`config.mk`:
```
export PLATFORM = sky130hd
export DESIGN_NAME = integral_image_stream_unit
export DESIGN_NICKNAME = d
export VERILOG_FILES = /design/src/rtl/core/iis_pkg.sv /design/src/rtl/core/iis_ram.sv /design/src/rtl/core/integral_image_stream_unit.sv
export SDC_FILE = /design/constraint.sdc
export NUM_CORES = 1
export LEC_CHECK = 0
export ABC_CLOCK_PERIOD_IN_PS = 9330
export BUFFER_PORTS_ARGS = -buffer_cell sky130_fd_sc_hd__buf_2
export CAP_MARGIN = 10
export CORE_ASPECT_RATIO = 1.2
export CORE_MARGIN = 8
export CORE_UTILIZATION = 40
export CTS_CLUSTER_DIAMETER = 80
export DETAILED_ROUTE_END_ITERATION = 6
export GPL_ROUTABILITY_DRIVEN = 0
export PLACE_DENSITY = 0.62
export SETUP_SLACK_MARGIN = 0.2
export SKIP_CTS_REPAIR_TIMING = 1
export SYNTH_ARGS = -nofsm -noshare
export SYNTH_HDL_FRONTEND = slang
export SYNTH_SLANG_ARGS = --single-unit
```
`constraint.sdc`:
```
create_clock -name clk -period 9.33 [get_ports clk]
set_input_delay 1.3995 -clock clk [delete_from_list [all_inputs] [get_ports clk]]
set_output_delay 1.3995 -clock clk [all_outputs]
set_load 0.02 [all_outputs]
```
`src/rtl/core/iis_pkg.sv`:
```
// Shared sizes, widths and register indexes of the integral image stream unit.
// No dependencies; used by integral_image_stream_unit.
package iis_pkg;

  // Image limits and pixel width
  localparam int MAX_WIDTH  = 64;
  localparam int MAX_HEIGHT = 64;
  localparam int PIXEL_BITS = 8;

  // Derived widths
  localparam int COL_BITS     = $clog2(MAX_WIDTH);
  localparam int ROW_BITS     = $clog2(MAX_HEIGHT);
  localparam int ROW_SUM_BITS = PIXEL_BITS + COL_BITS;
  localparam int SUM_BITS     = 20;
  localparam int SIZE_BITS    = 7;
  localparam int CFG_IDX_BITS = 1;

  // Configuration register indexes
  typedef enum logic [CFG_IDX_BITS-1:0] {
    CFG_LINE_WIDTH   = 1'b0,
    CFG_FRAME_HEIGHT = 1'b1
  } cfg_idx_t;

endpackage

```
`src/rtl/core/iis_ram.sv`:
```
// Generic single-write, single-read RAM with registered read data.
// No dependencies; read returns the old contents when the same entry is written.
module iis_ram #(
  parameter int WIDTH = 8,
  parameter int DEPTH = 16
) (
  input  logic                     clk,
  input  logic                     wr_en,
  input  logic [$clog2(DEPTH)-1:0] wr_addr,
  input  logic [WIDTH-1:0]         wr_data,
  input  logic                     rd_en,
  input  logic [$clog2(DEPTH)-1:0] rd_addr,
  output logic [WIDTH-1:0]         rd_data
);

  logic [WIDTH-1:0] mem [DEPTH];
  logic [WIDTH-1:0] rd_data_r;

  // Write port
  always_ff @(posedge clk) begin
    if (wr_en) begin
      mem[wr_addr] <= wr_data;
    end
  end

  // Registered read port
  always_ff @(posedge clk) begin
    if (rd_en) begin
      rd_data_r <= mem[rd_addr];
    end
  end

  assign rd_data = rd_data_r;

endmodule

```
`src/rtl/core/integral_image_stream_unit.sv`:
```
// Streaming integral image (summed-area table) unit, top level.
// Depends on iis_pkg and iis_ram (line store of the previous row).
//
// Pixels enter one per transfer in raster order; each one yields one
// result: the sum of all pixels of the frame above and left of it,
// inclusive, plus row-end and frame-end flags. The unit takes one pixel
// per clock while the output is not stalled; a result goes through the
// stage 1 register (line store read on the transfer edge) and is then
// added and written into the output register once the output slot is
// free or drains. A stalled output holds one more pixel in the read
// stage, then drops in_ready.
// Row and column counting and frame wrap are internal. Width and height come
// from the cfg_ write port (0 means 1, values above the maximum saturate).
// The user must write them only while idle; the unit does not enforce it.
// No clearing pass is needed after reset: line store entries carry valid bits.
module integral_image_stream_unit (
  input  logic                              clk,
  input  logic                              rst_n,
  // configuration write port
  input  logic                              cfg_wr_en,
  input  logic [iis_pkg::CFG_IDX_BITS-1:0]  cfg_index,
  input  logic [iis_pkg::SIZE_BITS-1:0]     cfg_wr_data,
  // pixel input
  input  logic                              in_valid,
  output logic                              in_ready,
  input  logic [iis_pkg::PIXEL_BITS-1:0]    in_pixel,
  // result output
  output logic                              out_valid,
  input  logic                              out_ready,
  output logic [iis_pkg::SUM_BITS-1:0]      out_area_sum,
  output logic                              out_row_end,
  output logic                              out_frame_end
);

  localparam int COL_BITS  = iis_pkg::COL_BITS;
  localparam int ROW_BITS  = iis_pkg::ROW_BITS;
  localparam int RSUM_BITS = iis_pkg::ROW_SUM_BITS;
  localparam int SUM_BITS  = iis_pkg::SUM_BITS;
  localparam int SIZE_BITS = iis_pkg::SIZE_BITS;
  localparam int MAX_W     = iis_pkg::MAX_WIDTH;

  // Configuration registers
  logic [SIZE_BITS-1:0] line_width_r;
  logic [SIZE_BITS-1:0] frame_height_r;

  // Stage 0 state: counters and running row sum
  logic [COL_BITS-1:0]  col_r, col_nxt;
  logic [ROW_BITS-1:0]  row_r, row_nxt;
  logic [RSUM_BITS-1:0] row_sum_r, row_sum_nxt;
  logic [MAX_W-1:0]     entry_valid_r;

  // Stage 1: line store read in flight
  logic                 s1_valid_r;
  logic [COL_BITS-1:0]  s1_col_r;
  logic [RSUM_BITS-1:0] s1_row_sum_r;
  logic                 s1_use_above_r;
  logic                 s1_row_end_r;
  logic                 s1_frame_end_r;
  logic                 fwd_r;
  logic [SUM_BITS-1:0]  fwd_data_r;

  // Output register
  logic                 out_valid_r;
  logic [SUM_BITS-1:0]  out_area_sum_r;
  logic                 out_row_end_r;
  logic                 out_frame_end_r;

  logic                 in_fire;
  logic                 s1_adv;
  logic [COL_BITS-1:0]  last_col;
  logic [ROW_BITS-1:0]  last_row;
  logic                 row_end;
  logic                 frame_end;
  logic                 fwd_hit;
  logic [SUM_BITS-1:0]  rd_data;
  logic [SUM_BITS-1:0]  above;
  logic [SUM_BITS-1:0]  s1_sum;

  // Handshake: stage 1 moves when the output slot is free or drains
  assign s1_adv   = s1_valid_r && (!out_valid_r || out_ready);
  assign in_ready = !s1_valid_r || s1_adv;
  assign in_fire  = in_valid && in_ready;

  // Clamp sizes to last column and last row index
  always_comb begin
    if (line_width_r == '0) begin
      last_col = '0;
    end else if (line_width_r > SIZE_BITS'(MAX_W)) begin
      last_col = COL_BITS'(MAX_W - 1);
    end else begin
      last_col = COL_BITS'(line_width_r - SIZE_BITS'(1));
    end
    if (frame_height_r == '0) begin
      last_row = '0;
    end else if (frame_height_r > SIZE_BITS'(iis_pkg::MAX_HEIGHT)) begin
      last_row = ROW_BITS'(iis_pkg::MAX_HEIGHT - 1);
    end else begin
      last_row = ROW_BITS'(frame_height_r - SIZE_BITS'(1));
    end
  end

  // Position flags and next counter values
  always_comb begin
    row_end   = col_r >= last_col;
    frame_end = row_end && (row_r >= last_row);
    if (col_r == '0) begin
      row_sum_nxt = RSUM_BITS'(in_pixel);
    end else begin
      row_sum_nxt = row_sum_r + RSUM_BITS'(in_pixel);
    end
    if (row_end) begin
      col_nxt = '0;
      row_nxt = frame_end ? '0 : row_r + ROW_BITS'(1);
    end else begin
      col_nxt = col_r + COL_BITS'(1);
      row_nxt = row_r;
    end
  end

  // Same column written back in the cycle it is read again
  assign fwd_hit = s1_adv && (s1_col_r == col_r);

  // Configuration writes
  always_ff @(posedge clk) begin
    if (!rst_n) begin
      line_width_r   <= SIZE_BITS'(4);
      frame_height_r <= SIZE_BITS'(4);
    end else if (cfg_wr_en) begin
      case (cfg_index)
        iis_pkg::CFG_LINE_WIDTH:   line_width_r   <= cfg_wr_data;
        iis_pkg::CFG_FRAME_HEIGHT: frame_height_r <= cfg_wr_data;
        default: ;
      endcase
    end
  end

  // Stage 0: advance counters on each input transfer
  always_ff @(posedge clk) begin
    if (!rst_n) begin
      col_r     <= '0;
      row_r     <= '0;
      row_sum_r <= '0;
    end else if (in_fire) begin
      col_r     <= col_nxt;
      row_r     <= row_nxt;
      row_sum_r <= row_end ? '0 : row_sum_nxt;
    end
  end

  // Mark line store entries once written
  always_ff @(posedge clk) begin
    if (!rst_n) begin
      entry_valid_r <= '0;
    end else if (s1_adv) begin
      entry_valid_r[s1_col_r] <= 1'b1;
    end
  end

  // Stage 1 control
  always_ff @(posedge clk) begin
    if (!rst_n) begin
      s1_valid_r <= 1'b0;
    end else if (in_fire) begin
      s1_valid_r <= 1'b1;
    end else if (s1_adv) begin
      s1_valid_r <= 1'b0;
    end
  end

  // Stage 1 payload, held while stalled
  always_ff @(posedge clk) begin
    if (in_fire) begin
      s1_col_r       <= col_r;
      s1_row_sum_r   <= row_sum_nxt;
      s1_use_above_r <= (row_r != '0) && (entry_valid_r[col_r] || fwd_hit);
      s1_row_end_r   <= row_end;
      s1_frame_end_r <= frame_end;
      fwd_r          <= fwd_hit;
      fwd_data_r     <= s1_sum;
    end
  end

  // Line store of the previous row's integral values
  iis_ram #(
    .WIDTH (SUM_BITS),
    .DEPTH (MAX_W)
  ) u_line_store (
    .clk     (clk),
    .wr_en   (s1_adv),
    .wr_addr (s1_col_r),
    .wr_data (s1_sum),
    .rd_en   (in_fire),
    .rd_addr (col_r),
    .rd_data (rd_data)
  );

  // Add row sum to the value above
  always_comb begin
    if (!s1_use_above_r) begin
      above = '0;
    end else if (fwd_r) begin
      above = fwd_data_r;
    end else begin
      above = rd_data;
    end
    s1_sum = SUM_BITS'(s1_row_sum_r) + above;
  end

  // Output register control
  always_ff @(posedge clk) begin
    if (!rst_n) begin
      out_valid_r <= 1'b0;
    end else if (s1_adv) begin
      out_valid_r <= 1'b1;
    end else if (out_ready) begin
      out_valid_r <= 1'b0;
    end
  end

  // Output register payload
  always_ff @(posedge clk) begin
    if (s1_adv) begin
      out_area_sum_r  <= s1_sum;
      out_row_end_r   <= s1_row_end_r;
      out_frame_end_r <= s1_frame_end_r;
    end
  end

  assign out_valid     = out_valid_r;
  assign out_area_sum  = out_area_sum_r;
  assign out_row_end   = out_row_end_r;
  assign out_frame_end = out_frame_end_r;

endmodule

```
* Yosys cells after proc, flatten, opt, wreduce, memory -nomap -nowiden
Memory sizes are Yosys's and may differ from the RTL's. A register that Yosys moved wholly into a read port is not among the register bits. Index checks and enable logic that the tools add are counted.
Word-level totals: bits in registers 172, memory bits (writable) 1280, bits of input ports 21, output and inout port bits 24, logic and storage cells 75, memories kept 1
Operators by class: add/sub/neg operators 6, order comparisons 7, equality and inequality tests 1, muxes and demuxes 20, bitwise gates (word level) 2, reductions and logical operators 20
Memories:
- u_line_store.mem | words 64, width 20, rd ports 1, clocked after Yosys merged registers in 1, write ports 1, RTL line iis_ram.sv:16 | logic [WIDTH-1:0] mem [DEPTH];
Operator list (count):
- 64-bit OR | 1
- 20-bit 2-to-1 mux | 2
- 6-bit 2-to-1 mux | 6
- 14-bit 2-to-1 mux | 2
- 14-bit by 20-bit adder with 20-bit output | 1
- 14-bit by 8-bit adder with 14-bit output | 1
- 7-bit > comparator (second input constant) | 2
- 7-bit logical NOT | 2
- 6-bit by 7-bit less-than comparator with 1-bit output (second input constant) | 2
- 6-bit by 1-bit adder with 6-bit output (second input constant) | 2
- 6-bit >= comparator | 2
- 6-bit by 1-bit subtractor with 6-bit output (second input constant) | 2
- 1-bit 2-to-1 mux | 8
- 1-bit binary-select mux with 6-bit select | 1
- 1-bit demux with 6-bit select | 1
- 6-bit equality test | 1
- 6-bit by 1-bit >= comparator with 1-bit output (second input constant) | 1
- 1-bit logical AND | 6
- 6-bit logical NOT | 1
- 2-bit AND reduction | 3
- 6-bit nonzero test | 1
- 2-bit nonzero test | 2
- 1-bit logical OR | 3
- 1-bit logical NOT | 2
- 1-bit inverter | 1

* Logic depth before layout (Yosys ltp)
depth after elaboration 6, mapped depth 17

* Cells and area by module
From an unflattened synthesis, not the netlist that was laid out.
Unflattened totals: cell total of the unflattened synthesis 3119, area total of the unflattened synthesis 58448.6 sq um
By module, submodules not included:
- iis_ram | times used 1, cells each 2243, area each 49695.2 sq um, sequential area each 39037.4 sq um
- integral_image_stream_unit | times used 1, cells each 876, area each 8753.4 sq um, sequential area each 4103.9 sq um

* Worst setup path after synthesis
No wires, ideal clock.
kind register to register, start point register fwd_r, end point register fwd_data_r[16], data pin, library setup time 1.033 ns, arrival 7.225 ns, path slack 1.072 ns, cell stages (with the launch flop) 12, path buffers 2, cells stage by stage edfxtp_1 buf_1 clkbuf_1 mux2i_1 nor2b_1 ha_1 fa_1 a21oi_1 o21ai_0 o221ai_1 nand2_1 o311ai_0
Between the ends: cells in the longest elaborated chain, start to end 3
RTL lines:
- start: declaration | RTL line integral_image_stream_unit.sv:59 | logic fwd_r;
- start signal: assignment | RTL line integral_image_stream_unit.sv:178 | fwd_r <= fwd_hit;
- 20-bit 2-to-1 mux | RTL line integral_image_stream_unit.sv:201 | end else if (fwd_r) begin
- 20-bit 2-to-1 mux | RTL line integral_image_stream_unit.sv:199 | if (!s1_use_above_r) begin
- 14-bit by 20-bit adder with 20-bit output | RTL line integral_image_stream_unit.sv:206 | s1_sum = SUM_BITS'(s1_row_sum_r) + above;
- net s1_sum[16] | RTL line integral_image_stream_unit.sv:77 | logic [SUM_BITS-1:0] s1_sum;
- end signal: assignment | RTL line integral_image_stream_unit.sv:179 | fwd_data_r <= s1_sum;
- end: declaration | RTL line integral_image_stream_unit.sv:60 | logic [SUM_BITS-1:0] fwd_data_r;
The timed path passes the listed nets, and every way through them passes these cells. A chain may end at the register's enable or synchronous reset.

* Final worst setup path
start point register col_r[0], end point register s1_use_above_r, data pin
Between the ends: cells in the longest elaborated chain, start to end 4, elaborated cells between the ends (all ways) 6, classes of those cells eq/ne: 1; mux: 2; reduce/logical: 3
RTL lines:
- start: declaration | RTL line integral_image_stream_unit.sv:47 | logic [COL_BITS-1:0] col_r, col_nxt;
- start signal: assignment | RTL line integral_image_stream_unit.sv:144 | col_r <= col_nxt;
- 1-bit binary-select mux with 6-bit select / 6-bit equality test (equally long branches) | RTL line integral_image_stream_unit.sv:175, integral_image_stream_unit.sv:121
- 1-bit 2-to-1 mux (not written as such) / 1-bit logical AND (equally long branches) | RTL line integral_image_stream_unit.sv:175, integral_image_stream_unit.sv:121
- 1-bit logical OR (*) | RTL line integral_image_stream_unit.sv:175 | s1_use_above_r <= (row_r != '0) && (entry_valid_r[col_r] || fwd_hit);
- 1-bit logical AND (*) | RTL line integral_image_stream_unit.sv:175
- end signal: assignment | RTL line integral_image_stream_unit.sv:175
- end: declaration | RTL line integral_image_stream_unit.sv:56 | logic s1_use_above_r;
Every way passes the cells marked *; elsewhere a longest branch is shown, timed or not. The select of a mux whose other input is x is not followed.

==> impl_metrics.py <==
metrics = {
    "pwr": {
        "swShare": 0.225,
        "pwr-share-comb": 0.082,
        "p_int_mw": 11.0,
        "power_leakage_nw": 20.3,
        "p_seq_frac": 0.533,
        "power_density_nw_per_um2": 216,
        "ir_drop_uv": 121,
        "clkPwrFrac": 0.385,
        "net-switching-power_mw": 3.20,
    },
    "clocking": {
        "numClockSinks": 1472,
        "clock_latency_ns": 0.77,
        "cts_root_buffer": "clkbuf_16",
        "clock_path_buffers": 3,
        "cts_buffers": 137,
        "cts_tree": "built",
        "cts-htree-levels": 4,
        "clkSlewWorstSetupHoldPaths_ns": 0.06,
    },
    "critical_path": {
        "startpoint": "col_r[0]",
        "cp_data_required_time_ns": 9.83,
        "path_class": "register to register",
        "critPathLaunchType": "register",
        "critPathCaptureType": "register",
        "r2r-end": "s1_use_above_r",
        "regToRegStartpoint": "col_r[0]",
        "r2r_slack_ns": 4.86,
        "arrival_ns": 4.97,
        "reg2regPathDepth": 8,
        "cp_max_fo": 72,
    },
    "hold_path": {
        "worstHoldPathCells": 0,
        "min_path_type": "register to register",
        "min_from": "s1_frame_end_r",
        "min_to": "out_frame_end",
    },
    "sta": {
        "timing.final.max_slew_violations": 0,
        "finalWorstPathRequiredPeriod_ns": 4.47,
        "setup_viol": 0,
        "tns_ns": 0,
        "fin_skew_ns": 0.0333,
        "tightestPinTransition_ns": 1.13,
        "rsz0062_at_grt": "false",
        "fmax_ghz": 0.224,
        "timing.final.crit_share": 0.479,
        "hold_viol_final": 0,
        "hold_ws_ns": 0.418,
        "slew_headroom": 0.248,
    },
    "logic_synthesis": {
        "synth_seq_cells": 1472,
        "yosysMostFrequentCell": "edfxtp_1",
        "yosysUniqueCellTypes": 63,
        "synth.net_count": 2919,
        "synth_common_cells": "edfxtp_1 (1366), mux4_2 (401), nor2_1 (194)",
        "seq_area_frac_synth": 0.743,
        "synth_area_sq_um": 58000,
        "synth_edf_count": 1366,
        "async_reset_ff_frac": 0,
        "synthCells": 2854,
        "synth.avg_cell_area_sq_um": 20.3,
        "synth_area_leaders": "edfxtp_1 (71%), mux4_2 (16%), dfxtp_1 (3.7%), nor2_1 (1.3%), mux2i_1 (0.93%)",
        "synth_top_area_share": 0.707,
        "synth.largest_area_cell": "edfxtp_1",
        "synth-main-ff-cell": "edfxtp_1",
        "yosysWarningCount": 0,
    },
    "route": {
        "drt-total-wl_um": 142000,
        "wl_per_cell_um": 28.1,
        "drt_first_pass_iters": 5,
        "vias_per_cell": 5.64,
        "drtAntennaViolNets": 0,
        "drt_iter0_markers": 2530,
        "route.detailed.drc": 0,
        "vias": 28497,
    },
    "floorplan": {
        "start_util": 0.402,
        "die_w_um": 364,
        "dieArea_sq_um": 158000,
        "core_area_sq_um": 145000,
        "io_pins": 45,
        "die_h_um": 433,
        "num_rows": 153,
    },
    "global_routing": {
        "grtUsageTotal": 0.180,
        "grt_pass1_wl_um": 206000,
        "antenna_found_initial": 6,
        "grt_max_degree": 120,
        "grt_pass1_vias": 28601,
        "grt-ovfl-total": 0,
    },
    "placed_design": {
        "port_buffers": 44,
        "place_hpwl_um": 78000,
    },
    "cells_and_area": {
        "post-route-util": 0.454,
        "drive_gt1_frac": 0.276,
        "final_nets": 3069,
        "fill_cells": 12017,
        "synthToLayoutAreaGrowth_pct": 13.1,
    },
    "outcome": {
        "status": "finished, final reports clean",
    },
    "flow_run": {
        "drv_cap": 0,
    },
}
-- routing by layer --
layer / up-vias / GRT usage / wire [um]
met5: - / 0 / 0
met4: 0 / 0.0500 / 3570
met3: 175 / 0.0349 / 9180
met2: 978 / 0.299 / 70300
met1: 15332 / 0.243 / 59100
li1: 12012 / - / -
-- area by class of cell --
class / count / area, sq um / share of cell area
Timing Repair Buffer: 154 / 1110 / 0.0169
Antenna cell: 3 / 7.51 / 0.000114
Tap cell: 1937 / 2420 / 0.0369
Clock inverter: 60 / 544 / 0.00829
Sequential cell: 1472 / 43200 / 0.657
Multi-Input combinational cell: 1216 / 14500 / 0.221
Clock buffer: 190 / 3800 / 0.0580
Inverter: 23 / 86.3 / 0.00132
-- through the flow --
step | setup WS, ns | cells | total power [mW] | cell area, sq um
6_report | 4.86 | 5055 | 14.2 | 65700
4_1_cts | 4.65 | 5052 | 14.3 | 65600
3_5_place_dp | 4.65 | 4802 | 8.90 | 61300
3_3_place_gp | 4.66 | 4802 | 8.88 | 61300
5_1_grt | 4.36 | 5053 | 14.6 | 65600
2_1_floorplan | 1.07 | 2854 | 8.45 | 58000
-- logic make-up after synthesis --
kind of cell,Yosys count,synth area share
adder cells (fa/ha/maj),46,0.0101
XOR/XNOR,36,0.00543
AND/OR/NAND/NOR,437,0.0340
buffers and inverters,166,0.0131
multiplexers,477,0.169
AO/OA/AOI/OAI,220,0.0247
flip-flops,1472,0.743
-- registers in the layout, summed over array words and instances, names as in the netlist, 6 cells and up --
name	cells
s1_row_sum_r	14
line_width_r	7
row_r	6
fwd_data_r	20
col_r	6
row_sum_r	14
frame_height_r	7
u_line_store.mem	1280
out_area_sum	20
entry_valid_r	64
u_line_store.rd_data	20
s1_col_r	6
-- power by group through the flow --
stage	logic, mW	registers [mW]	clock network, mW
after floorplan	0.738	7.71	0
after global placement	1.17	7.71	0
after detailed placement	1.19	7.71	0
after CTS	1.19	7.57	5.58
after global routing	1.26	7.57	5.81
final	1.17	7.57	5.47
-- cells in the final DEF (no fill, tap or decap), drive strengths merged, types with 41 or more instances in the layout --
cell and count:
edfxtp 1366, mux4 401, nor2 194, clkbuf 190, buf 154, dfxtp 106
nand2 94, a21oi 55, mux2i 54, o21a 42, ha 42, clkinv 41
-- critical path, stage by stage (launching register included) --
cell,delay (ns)
dfxtp_4,0.97
buf_12,0.56
buf_4,0.71
mux4_2,0.58
nor2b_1,0.14
a2111oi_0,0.71
nor3_1,0.16
o21ai_1,0.20
a21oi_1,0.09
-- how the worst max path moves through the flow --
stage,to,slack (ns),depth (start not counted)
after floorplan,fwd_data_r[16],1.07,11
after CTS,u_line_store.rd_data[1],4.65,6
after detailed placement,u_line_store.rd_data[1],4.65,6
after global placement,s1_use_above_r,4.66,8
final,s1_use_above_r,4.86,8
after global routing,s1_use_above_r,4.36,8
No activity file was read; power rests on OpenSTA's default activity.
